===== src/design/skfk_pkg.sv =====
`timescale 1ns / 1ps

package skfk_pkg;

  // field widths of the column and result beats
  localparam int WORD_W   = 32;
  localparam int NODE_W   = 6;
  localparam int PARENT_W = 7;
  localparam int COL_W    = 2;
  localparam int ROWS     = 4;
  localparam int POS_DIM  = 3;

  // column code that closes a node's matrix
  localparam logic [COL_W-1:0] COL_LAST = 2'd3;

  // saturation limits of a signed word
  localparam logic [WORD_W-1:0] WORD_MAX = 32'h7fff_ffff;
  localparam logic [WORD_W-1:0] WORD_MIN = 32'h8000_0000;

  typedef logic [WORD_W-1:0] word_t;
  typedef logic [ROWS-1:0][WORD_W-1:0] col_t;
  // indexed [column][row]
  typedef logic [ROWS-1:0][ROWS-1:0][WORD_W-1:0] mat_t;
  typedef logic [POS_DIM-1:0][WORD_W-1:0] pos_t;

  // finished world column 3 on its way to the result stage
  typedef struct packed {
    logic [NODE_W-1:0] node;
    col_t              world;
    pos_t              parent_pos;
    logic              has_parent;
  } pos_beat_t;

endpackage


===== src/design/skfk_out_if.sv =====
`timescale 1ns / 1ps

interface skfk_out_if;
  logic                              valid;
  logic                              ready;
  logic        [skfk_pkg::NODE_W-1:0] out_node;
  logic signed [skfk_pkg::WORD_W-1:0] world_x;
  logic signed [skfk_pkg::WORD_W-1:0] world_y;
  logic signed [skfk_pkg::WORD_W-1:0] world_z;
  logic signed [skfk_pkg::WORD_W-1:0] world_w;
  logic signed [skfk_pkg::WORD_W-1:0] local_x;
  logic signed [skfk_pkg::WORD_W-1:0] local_y;
  logic signed [skfk_pkg::WORD_W-1:0] local_z;
  logic                              has_parent;

  modport source (
    output valid, out_node, world_x, world_y, world_z, world_w,
    output local_x, local_y, local_z, has_parent,
    input  ready
  );

  modport sink (
    input  valid, out_node, world_x, world_y, world_z, world_w,
    input  local_x, local_y, local_z, has_parent,
    output ready
  );
endinterface


===== src/design/skfk_out.sv =====
`timescale 1ns / 1ps

module skfk_out (
  input  logic                clk,
  input  logic                rst,
  input  logic                beat_valid,
  input  skfk_pkg::pos_beat_t beat,
  output logic                beat_ready,
  skfk_out_if.source          result_ch
);
  import skfk_pkg::*;

  logic                 s2_valid;
  pos_beat_t            s2_beat;
  logic                 s2_fire;
  logic                 out_valid;
  logic [NODE_W-1:0]    out_node;
  col_t                 out_world;
  pos_t                 out_local;
  logic                 out_has_parent;
  logic [WORD_W:0]      diff [POS_DIM];
  pos_t                 local_next;

  assign s2_fire    = s2_valid && (!out_valid || result_ch.ready);
  assign beat_ready = !s2_valid || s2_fire;

  // hold stage for the world column
  always_ff @(posedge clk) begin
    if (rst) begin
      s2_valid <= 1'b0;
    end else if (beat_ready) begin
      s2_valid <= beat_valid;
    end
  end

  always_ff @(posedge clk) begin
    if (beat_ready && beat_valid) begin
      s2_beat <= beat;
    end
  end

  // offset from the parent position, saturated, zero for a root
  always_comb begin
    for (int r = 0; r < POS_DIM; r++) begin
      diff[r] = {s2_beat.world[r][WORD_W-1], s2_beat.world[r]}
              - {s2_beat.parent_pos[r][WORD_W-1], s2_beat.parent_pos[r]};
      if (!s2_beat.has_parent) begin
        local_next[r] = '0;
      end else if (diff[r][WORD_W] != diff[r][WORD_W-1]) begin
        local_next[r] = diff[r][WORD_W] ? WORD_MIN : WORD_MAX;
      end else begin
        local_next[r] = diff[r][WORD_W-1:0];
      end
    end
  end

  // result register
  always_ff @(posedge clk) begin
    if (rst) begin
      out_valid <= 1'b0;
    end else if (s2_fire) begin
      out_valid <= 1'b1;
    end else if (result_ch.ready) begin
      out_valid <= 1'b0;
    end
  end

  always_ff @(posedge clk) begin
    if (s2_fire) begin
      out_node       <= s2_beat.node;
      out_world      <= s2_beat.world;
      out_local      <= local_next;
      out_has_parent <= s2_beat.has_parent;
    end
  end

  assign result_ch.valid      = out_valid;
  assign result_ch.out_node   = out_node;
  assign result_ch.world_x    = out_world[0];
  assign result_ch.world_y    = out_world[1];
  assign result_ch.world_z    = out_world[2];
  assign result_ch.world_w    = out_world[3];
  assign result_ch.local_x    = out_local[0];
  assign result_ch.local_y    = out_local[1];
  assign result_ch.local_z    = out_local[2];
  assign result_ch.has_parent = out_has_parent;

endmodule

===== src/flat_wrapper.sv =====
// flat-port wrapper written by rule: the top's interface ports become plain ports
module skfk_out_flat import skfk_pkg::*;
  (clk, rst, beat_valid, beat, beat_ready, result_ch_valid, result_ch_out_node, result_ch_world_x, result_ch_world_y, result_ch_world_z, result_ch_world_w, result_ch_local_x, result_ch_local_y, result_ch_local_z, result_ch_has_parent, result_ch_ready);
  skfk_out_if result_ch_i ();
  input  logic clk;
  input  logic rst;
  input  logic beat_valid;
  input  skfk_pkg::pos_beat_t beat;
  output logic beat_ready;
  output wire logic [$bits(result_ch_i.valid)-1:0] result_ch_valid;
  output wire logic [$bits(result_ch_i.out_node)-1:0] result_ch_out_node;
  output wire logic [$bits(result_ch_i.world_x)-1:0] result_ch_world_x;
  output wire logic [$bits(result_ch_i.world_y)-1:0] result_ch_world_y;
  output wire logic [$bits(result_ch_i.world_z)-1:0] result_ch_world_z;
  output wire logic [$bits(result_ch_i.world_w)-1:0] result_ch_world_w;
  output wire logic [$bits(result_ch_i.local_x)-1:0] result_ch_local_x;
  output wire logic [$bits(result_ch_i.local_y)-1:0] result_ch_local_y;
  output wire logic [$bits(result_ch_i.local_z)-1:0] result_ch_local_z;
  output wire logic [$bits(result_ch_i.has_parent)-1:0] result_ch_has_parent;
  input wire logic [$bits(result_ch_i.ready)-1:0] result_ch_ready;
  assign result_ch_valid = result_ch_i.valid;
  assign result_ch_out_node = result_ch_i.out_node;
  assign result_ch_world_x = result_ch_i.world_x;
  assign result_ch_world_y = result_ch_i.world_y;
  assign result_ch_world_z = result_ch_i.world_z;
  assign result_ch_world_w = result_ch_i.world_w;
  assign result_ch_local_x = result_ch_i.local_x;
  assign result_ch_local_y = result_ch_i.local_y;
  assign result_ch_local_z = result_ch_i.local_z;
  assign result_ch_has_parent = result_ch_i.has_parent;
  assign result_ch_i.ready = result_ch_ready;
  skfk_out u_core (.clk(clk), .rst(rst), .beat_valid(beat_valid), .beat(beat), .beat_ready(beat_ready), .result_ch(result_ch_i));
endmodule

===== config.mk =====
export PLATFORM = sky130hd
export DESIGN_NAME = skfk_out_flat
export DESIGN_NICKNAME = d
export VERILOG_FILES = /design/src/design/skfk_pkg.sv /design/src/design/skfk_out_if.sv /design/src/design/skfk_out.sv /design/src/flat_wrapper.sv
export SDC_FILE = /design/constraint.sdc
export NUM_CORES = 1
export LEC_CHECK = 0
export ABC_CLOCK_PERIOD_IN_PS = 19700
export BUFFER_PORTS_ARGS = -buffer_cell sky130_fd_sc_hd__clkbuf_2
export CAP_MARGIN = 10
export CORE_MARGIN = 2
export CORE_UTILIZATION = 35
export CTS_BUF_LIST = sky130_fd_sc_hd__clkbuf_4 sky130_fd_sc_hd__clkbuf_8
export DETAILED_ROUTE_END_ITERATION = 7
export GPL_TIMING_DRIVEN = 0
export HOLD_SLACK_MARGIN = 0.15
export PLACE_DENSITY = 0.63
export SETUP_SLACK_MARGIN = 0.1
export SLEW_MARGIN = 20
export SYNTH_ARGS = -nofsm -noshare
export SYNTH_HDL_FRONTEND = slang
export SYNTH_SLANG_ARGS = --single-unit

===== constraint.sdc =====
create_clock -name clk -period 19.7 [get_ports clk]
set_input_delay 3.94 -clock clk [delete_from_list [all_inputs] [get_ports clk]]
set_output_delay 3.94 -clock clk [all_outputs]
set_load 0.02 [all_outputs]

* Word level (Yosys, flattened, before mapping)
Cells that the tools add are included.
W data, S select, Z words.
** Storage, ports and cells
- Bits in registers :: 464
- Output and inout port bits :: 233
** Operators by class
- Reduce and logical (&&, ||, !) cells :: 7
- Muxes and demuxes :: 8
- Add/sub/neg operators :: 3
- Equal/unequal tests :: 3
** Operator list (count)
- $mux W32 :: 6
- $sub A32 B32 Y33 :: 3
- $ne A1 B1 Y1 :: 3
- $logic_and A1 B1 Y1 :: 2
- $logic_not A1 Y1 :: 2
- $logic_or A1 B1 Y1 :: 2
- $mux W1 :: 2
- $reduce_bool A2 Y1 :: 1

* Logic depth before layout (Yosys ltp)
Gate-level depths: netlist (run 1).
- Depth after elaboration :: 5
- Mapped depth :: 14
- Depth with buffers taken out :: 12

* Worst setup path after synthesis (run 1)
No wires, ideal clock.
- Path kind :: input to register
- Start point :: input port result_ch_ready
- End point :: register u_core.out_has_parent (netlist: u_core.result_ch.has_parent), enable pin
- Path slack :: 4.637 ns
- Buffers on the path :: 0
- Required time :: 18.845 ns
- Arrival :: 14.208 ns
- Setup time :: 0.855 ns
- Stages on the path :: 2
- Path through :: nor2b_1 > nor2b_1
** On the way
- Longest elaborated chain between the ends :: 2
** Ends and longest elaborated chain
- from (decl) :: line flat_wrapper.sv:20 : input wire logic [$bits(result_ch_i.ready)-1:0] result_ch_ready;
- $logic_or A1 B1 Y1 :: line skfk_out.sv:24 : assign s2_fire = s2_valid && (!out_valid || result_ch.ready);
- $logic_and A1 B1 Y1 :: line skfk_out.sv:24
- named net u_core.s2_fire :: line skfk_out.sv:15 : logic s2_fire;
- to (signal assigned) :: line skfk_out.sv:73 : out_has_parent <= s2_beat.has_parent;
- to (decl) :: line skfk_out.sv:20 : logic out_has_parent;
The timed path passes the listed nets, and every way through them passes these cells.
A chain may end at the register's enable or synchronous reset.

* Worst setup path after layout (run 1)
- Start point :: input port result_ch_ready
- End point :: output port beat_ready
** On the way
- Longest elaborated chain between the ends :: 3
** Ends and longest elaborated chain
- $logic_or A1 B1 Y1 :: line skfk_out.sv:24
- $logic_and A1 B1 Y1 :: line skfk_out.sv:24
- $logic_or A1 B1 Y1 :: line skfk_out.sv:25 : assign beat_ready = !s2_valid || s2_fire;
- to (decl) :: line flat_wrapper.sv:9 : output logic beat_ready;
Every way passes these cells.

==> metrics.csv, run 1 <==
metric,value,unit
initial_utilization,35.32,%
grt_use_total,17.51,%
detail-route-antenna-nets,0,
port_buffers,467,
fin_crit_sh,43.73,%
final_layout_size_suffix_gt1_share,30.52,%
core_area,0.05759,mm²
syn_area,0.02034,mm²
ys_ff_latch,464,
die-area,0.06005,mm²
grt_pass1_wl,80830,µm
clk_latency,0.67,ns
rsz0062_at_grt,false,
syn-num-nets,1796,
vias,14120,
cts_made_buffers,78,
synth.largest_area_cell,edfxtp_1,
hold-path-cell-count,0,
critPathCaptureType,output port,
leakagePower,0.01064,µW
wl,53850,µm
synth-edff-count,462,
drc_errors,0,
p_per_area,97.20,mW/mm²
fin_setup_tns,0,ns
grt_util_met3,4.570,%
grt_start_max_net_pins,58,
hold_viol,0,
cp.required,15.76,ns
ctsResizeCount,0,
numClockSinks,464,
yosys.area.top_type_share,68.22,%
drtPass1Iterations,6,
first_iter_violations,1035,
maxSlewViolCount,0,
async_reset_ff_share,0,%
cts_setup_buffers,0,
met2_usage,28.66,%
cts_root_buf,clkbuf_8,
outcome,"complete, no violations",
slew_headroom,34.83,%
netlist_top_cells_area,"edfxtp_1 (68%), ha_1 (5.9%), a21oi_1 (2.7%), inv_1 (2.3%), o21ai_0 (2.1%)",
vias_per_cell,4.949,
die_w,245.1,µm
fmax,116.1,MHz
htreeDepth,3,
critPathArrivalTime,4.67,ns
rr_worst_depth,13,
cp_cell_sequence,"clkbuf_2, nor2b_1, nand2_1, clkbuf_2",
fin_crit,8.614,ns
setup_viol,0,
irDropWorstVdd,0.00008095,V
crit_fanout,4,
antenna_found_initial,1,
syn-instance-count,1462,
crit_slowest_cell,nor2b_1,
ys.flop_type,edfxtp_1,
top_usage_layer,met2,
avgSynthCellArea,13.91,µm²
ys_warn_count,0,
seq_area_frac_synth,68.41,%
wire_per_inst,18.87,µm
maxCapViolations,0,
crit_type,input port to output port,
placementRows,88,
slowest_delay,0.31,ns
gr-total-overflow,0,
areaGrowthSynthToFinish,26.16,%
globalplace.congestion,0.8846,
dp_hpwl,40610,µm
fp.dieH,245.1,µm
worst_pin_slew,0.9649,ns
finalNonFillerCells,2853,
hp-class,register to register,
dp_cells,2708,
cts_hold_buf,0,
cts_buffer_depth,3,
clk_pin_slew_worst_paths,0.06,ns
yosysUniqueCellTypes,71,
crit_top_cell,clkbuf_2,
crit_path_start_kind,input port,
final_util,44.56,%
cts_tree,yes,
grt_pass1_vias,14070,
io_pins,468,
skew,0.03780,ns
nets,2357,
use_met1,22.78,%
-- sequential cells by signal (all words and copies together), names as in the netlist --
name,count
u_core.result_ch.local_z,32
u_core.result_ch.world_y,32
u_core.result_ch.local_y,32
u_core.result_ch.valid,1
u_core.result_ch.out_node,6
u_core.result_ch.has_parent,1
u_core.result_ch.world_x,32
u_core.result_ch.world_z,32
u_core.s2_valid,1
u_core.result_ch.local_x,32
u_core.s2_beat,231
u_core.result_ch.world_w,32
-- worst max-delay path: cells and delay by family --
kind                   cells  cell delay (ns)
and+or+nand+nor            2             0.47
buffers and inverters      2             0.26
-- logic make-up after synthesis --
| kind of cell | after synthesis | synth area share [%] |
|---|---|---|
| flops | 464 | 68.41 |
| simple gates | 249 | 6.042 |
| xor+xnor | 79 | 3.402 |
| buf+inv | 165 | 3.224 |
| compound gates | 406 | 12.72 |
| fa+ha+maj | 99 | 6.202 |
-- final timing paths --
path,startpoint,endpoint,slack (ns)
setup / recovery,result_ch_ready,beat_ready,11.09
hold / removal,u_core.s2_beat[196],u_core.result_ch.world_w[3],0.42
setup reg to reg,u_core.s2_beat[97],u_core.result_ch.local_x[23],15.63
hold reg to reg,u_core.s2_beat[196],u_core.result_ch.world_w[3],0.42
-- synthesized netlist by cell type (all sizes together) (12+ instances only) --
library cell / instances
a21oi: 110
xor2: 38
ha: 96
nor2: 54
o21ai: 111
o21a: 16
a21o: 49
edfxtp: 462
clkbuf: 30
nand3: 22
o21bai: 14
a211oi: 18
nor3: 22
o211ai: 14
a31oi: 12
nor2b: 12
nand4: 16
nand2: 67
and2: 13
inv: 124
xnor2: 41
-- cell usage in the layout (no fill, tap or decap), drive strengths merged, types with 3 or more instances in the layout --
master / Yosys / final
a2111oi: 8 / 8
a211o: 3 / 3
a211oi: 18 / 18
a21boi: 8 / 8
a21o: 49 / 49
a21oi: 110 / 110
a31o: 7 / 7
a31oi: 12 / 12
and2: 13 / 13
and3: 11 / 11
buf: 11 / 25
bufinv: 0 / 8
clkbuf: 30 / 588
clkinv: 0 / 38
clkinvlp: 0 / 3
edfxtp: 462 / 462
fa: 3 / 3
ha: 96 / 96
inv: 124 / 128
nand2: 67 / 67
nand2b: 10 / 10
nand3: 22 / 22
nand4: 16 / 16
nor2: 54 / 54
nor2b: 12 / 12
nor3: 22 / 22
nor4: 3 / 3
o2111ai: 3 / 3
o211ai: 14 / 14
o21a: 16 / 16
o21ai: 111 / 111
o21bai: 14 / 14
o311ai: 3 / 3
o31ai: 10 / 10
or2: 6 / 6
or3: 7 / 7
xnor2: 41 / 41
xor2: 38 / 38
-- routing by layer --
layer,vias up,part of all wire [%]
met5,-,0
met4,0,2.1
met3,84,8.2
met2,598,48
met1,6781,42
li1,6657,-
-- area by class of cell --
type / instances / area (µm²)
Antenna cell: 1 / 2.502
Buffer: 41 / 190.2
Clock buffer: 91 / 1171
Clock inverter: 53 / 514.2
Fill cell: 5227 / 31930
Inverter: 124 / 465.4
Multi-Input combinational cell: 833 / 5778
Sequential cell: 464 / 13910
Tap cell: 765 / 957.2
Timing Repair Buffer: 481 / 2665
-- per-stage QoR --
stage          power, µW  hold WS [ns]  setup slack, ns  instance area (µm²)
6_report            2494        0.4186            11.09                25660
5_1_grt             2605        0.4263            11.03                25660
4_1_cts             2528        0.4168            11.08                25650
3_5_place_dp        1585        0.4045            11.08                23970
3_3_place_gp        1591        0.4003          -0.6684                23630
2_1_floorplan       1461        0.4003            4.637                20340
-- where the power goes --
group / leakage [µW] / switching [µW] / internal, µW
combinational: 0.00533 / 234 / 143
sequential: 0.00445 / 24.4 / 1170
clock: 0.000863 / 415 / 511
Power figures use the tool's default switching activity.
==> run 2: changes to the inputs <==
Settings changed: ABC_CLOCK_PERIOD_IN_PS 19700 to 8500.
Clock period 19.7 ns to 8.5 ns, I/O delays scaled along.
==> run 2 against run 1 <==
Cell count up 0.25%; worst hold slack worse by 0.0044 ns; combinational power up 130%; clock-buffer cell count up 15; utilization up 0.093 points; wire length down 0.35%; highest routed layer is now met5.
==> metrics.csv, run 2 (synthesis gave the netlist of run 1 again) <==
metric,value,unit,change
outcome,"complete, no violations",,unchanged
crit_slowest_cell,o311ai_0,,was nor2b_1
grt_pass1_wl,81180,µm,was 80830 µm
worstHoldEndpoint,u_core.result_ch.world_w[11],,was u_core.result_ch.world_w[3]
antenna_found_initial,6,,was 1
drc_errors,0,,unchanged
largest_reg_flops,231,,unchanged
port_buffers,467,,unchanged
pre_cts_slack,4.166,ns,was 11.08 ns
setup_viol,0,,unchanged
leakagePower,0.01069,µW,was 0.01064 µW
skew,0.04138,ns,was 0.03780 ns
finalNonFillerCells,2860,,was 2853
critPathArrivalTime,4.63,ns,was 4.67 ns
core_area,0.05759,mm²,unchanged
critPathTopFamily,compound AO/OA/AOI/OAI gates,,was simple AND/OR/NAND/NOR gates
grt_use_total,17.56,%,was 17.51%
maxCapViolations,0,,unchanged
dp_hpwl,40600,µm,was 40610 µm
drtPass1Iterations,6,,unchanged
detail-route-antenna-nets,0,,unchanged
cts_root_buf,clkbuf_8,,unchanged
cp_cell_sequence,"inv_1, ha_1, inv_1, fa_1, a211oi_1, o21ai_0, o311ai_0, nand3_1, nand2_1, o21ai_0, a2111oi_0, o31ai_1",,"was clkbuf_2, nor2b_1, nand2_1, clkbuf_2"
fmax,237.3,MHz,
cts_made_buffers,82,,was 78
grt_start_max_net_pins,57,,was 58
cts_buffer_depth,3,,unchanged
numClockSinks,464,,unchanged
num-fill-cells,5235,,was 5227
clk_latency,0.67,ns,about the same
fin_crit_sh,49.57,%,
crit_fanout,4,,unchanged
setup_ws,4.286,ns,was 11.09 ns
hold-path-cell-count,0,,unchanged
areaGrowthSynthToFinish,26.42,%,was 26.16%
wl,53660,µm,was 53850 µm
rr_worst_depth,12,,was 13
cts_tree,yes,,unchanged
maxSlewViolCount,0,,unchanged
vias_per_cell,4.929,,was 4.949
critPathCaptureType,register,,was output port
die-area,0.06005,mm²,unchanged
vias,14100,,was 14120
largest_register,u_core.s2_beat,,unchanged
grt_pass1_vias,14230,,was 14070
p_per_area,225.6,mW/mm²,was 97.20 mW/mm²
ctsResizeCount,0,,unchanged
hp-class,register to register,,unchanged
placementRows,88,,unchanged
initial_utilization,35.32,%,unchanged
crit_buf_inv,2,,unchanged
cts_hold_buf,0,,unchanged
irDropWorstVdd,0.0001542,V,was 0.00008095 V
dp_cells,2708,,unchanged
whs,0.4142,ns,was 0.4186 ns
io_pins,468,,unchanged
die_w,245.1,µm,unchanged
reg2reg_from,u_core.s2_beat[97],,unchanged
slowest_delay,0.92,ns,was 0.31 ns
r2r_end,u_core.result_ch.local_x[30],,was u_core.result_ch.local_x[23]
hold_viol,0,,unchanged
cts_setup_buffers,0,,unchanged
reg2reg_setup_slack,4.29,ns,was 15.63 ns
fp.dieH,245.1,µm,unchanged
layout_common_cells,"clkbuf_2 (469), edfxtp_1 (462), inv_1 (124)",,unchanged
min_from,u_core.s2_beat[204],,was u_core.s2_beat[196]
first_iter_violations,863,,was 1035
fin_crit,4.214,ns,
worst_pin_slew,1.036,ns,was 0.9649 ns
htreeDepth,3,,unchanged
cp.required,8.91,ns,was 15.76 ns
slew_headroom,30.03,%,was 34.83%
wire_per_inst,18.76,µm,was 18.87 µm
clk_pin_slew_worst_paths,0.06,ns,about the same
nets,2361,,was 2357
crit_type,register to register,,was input port to output port
gr-total-overflow,0,,unchanged
layout_commonest_cell,clkbuf_2,,unchanged
final_layout_size_suffix_gt1_share,30.86,%,was 30.52%
rsz0062_at_grt,false,,unchanged
crit_path_start_kind,register,,was input port
globalplace.congestion,0.8779,,was 0.8846
run 2: cell count changes in the layout (fill, tap and decap cells not counted):
cell        before  now
buf_16           7    8
clkbuf_8        78   83
clkbuf_4        13   23
clkinvlp_4       3    0
clkinv_1        23   20
inv_8            1    0
bufinv_16        8    6
diode_2          1    2
buf_8            1    0
run 2: through the flow:
step | area (µm²) | utilization (%) | total power (µW) | TNS, ns
6_report | 25710 | 44.65 | 5801 | 0
5_1_grt | 25710 | 44.65 | 6061 | 0
4_1_cts | 25710 | 44.64 | 5870 | 0
3_5_place_dp | 23980 | 41.65 | 3674 | 0
3_3_place_gp | 23630 | 41.04 | 3671 | -1083.88
2_1_floorplan | 20340 | - | 3377 | 0
run 2: final cells by class:
type / count / area, µm² / share of cell area, %
sequential: 464 / 13910 / 54.11
multi-input combinational: 833 / 5778 / 22.47
timing repair buffer: 481 / 2678 / 10.41
clock buffer: 106 / 1315 / 5.115
tap: 765 / 957.2 / 3.723
inverter: 124 / 465.4 / 1.810
clock inverter: 44 / 409.1 / 1.591
buffer: 41 / 190.2 / 0.7397
antenna: 2 / 5.005 / 0.01947
run 2: how the worst max path moves through the flow:
stage / from / end / slack [ns] / depth (start not counted)
2_1_floorplan: result_ch_ready / u_core.result_ch.has_parent / 0.24 / 2
3_3_place_gp: result_ch_ready / u_core.result_ch.local_x[3] / -2.76 / 3
3_5_place_dp: u_core.s2_beat[97] / u_core.result_ch.local_x[30] / 4.17 / 12
4_1_cts: u_core.s2_beat[97] / u_core.result_ch.local_x[30] / 4.17 / 12
5_1_grt: u_core.s2_beat[97] / u_core.result_ch.local_x[30] / 3.97 / 12
6_report: u_core.s2_beat[97] / u_core.result_ch.local_x[30] / 4.29 / 12
run 2: report_power, final:
part / switching [µW] / total [µW] / leakage, µW / internal (µW)
clock: 957 / 2170 / 0.000906 / 1210
combinational: 541 / 873 / 0.00533 / 332
sequential: 55.5 / 2760 / 0.00445 / 2700
run 2: per-layer routing:
| metal | track usage [%] | vias up | part of all wire, % |
|---|---|---|---|
| met5 | 0 | - | 0.043 |
| met4 | 5.219 | 4 | 2.3 |
| met3 | 5.303 | 110 | 8.4 |
| met2 | 28.74 | 572 | 48 |
| met1 | 22.40 | 6753 | 41 |
| li1 | - | 6659 | - |
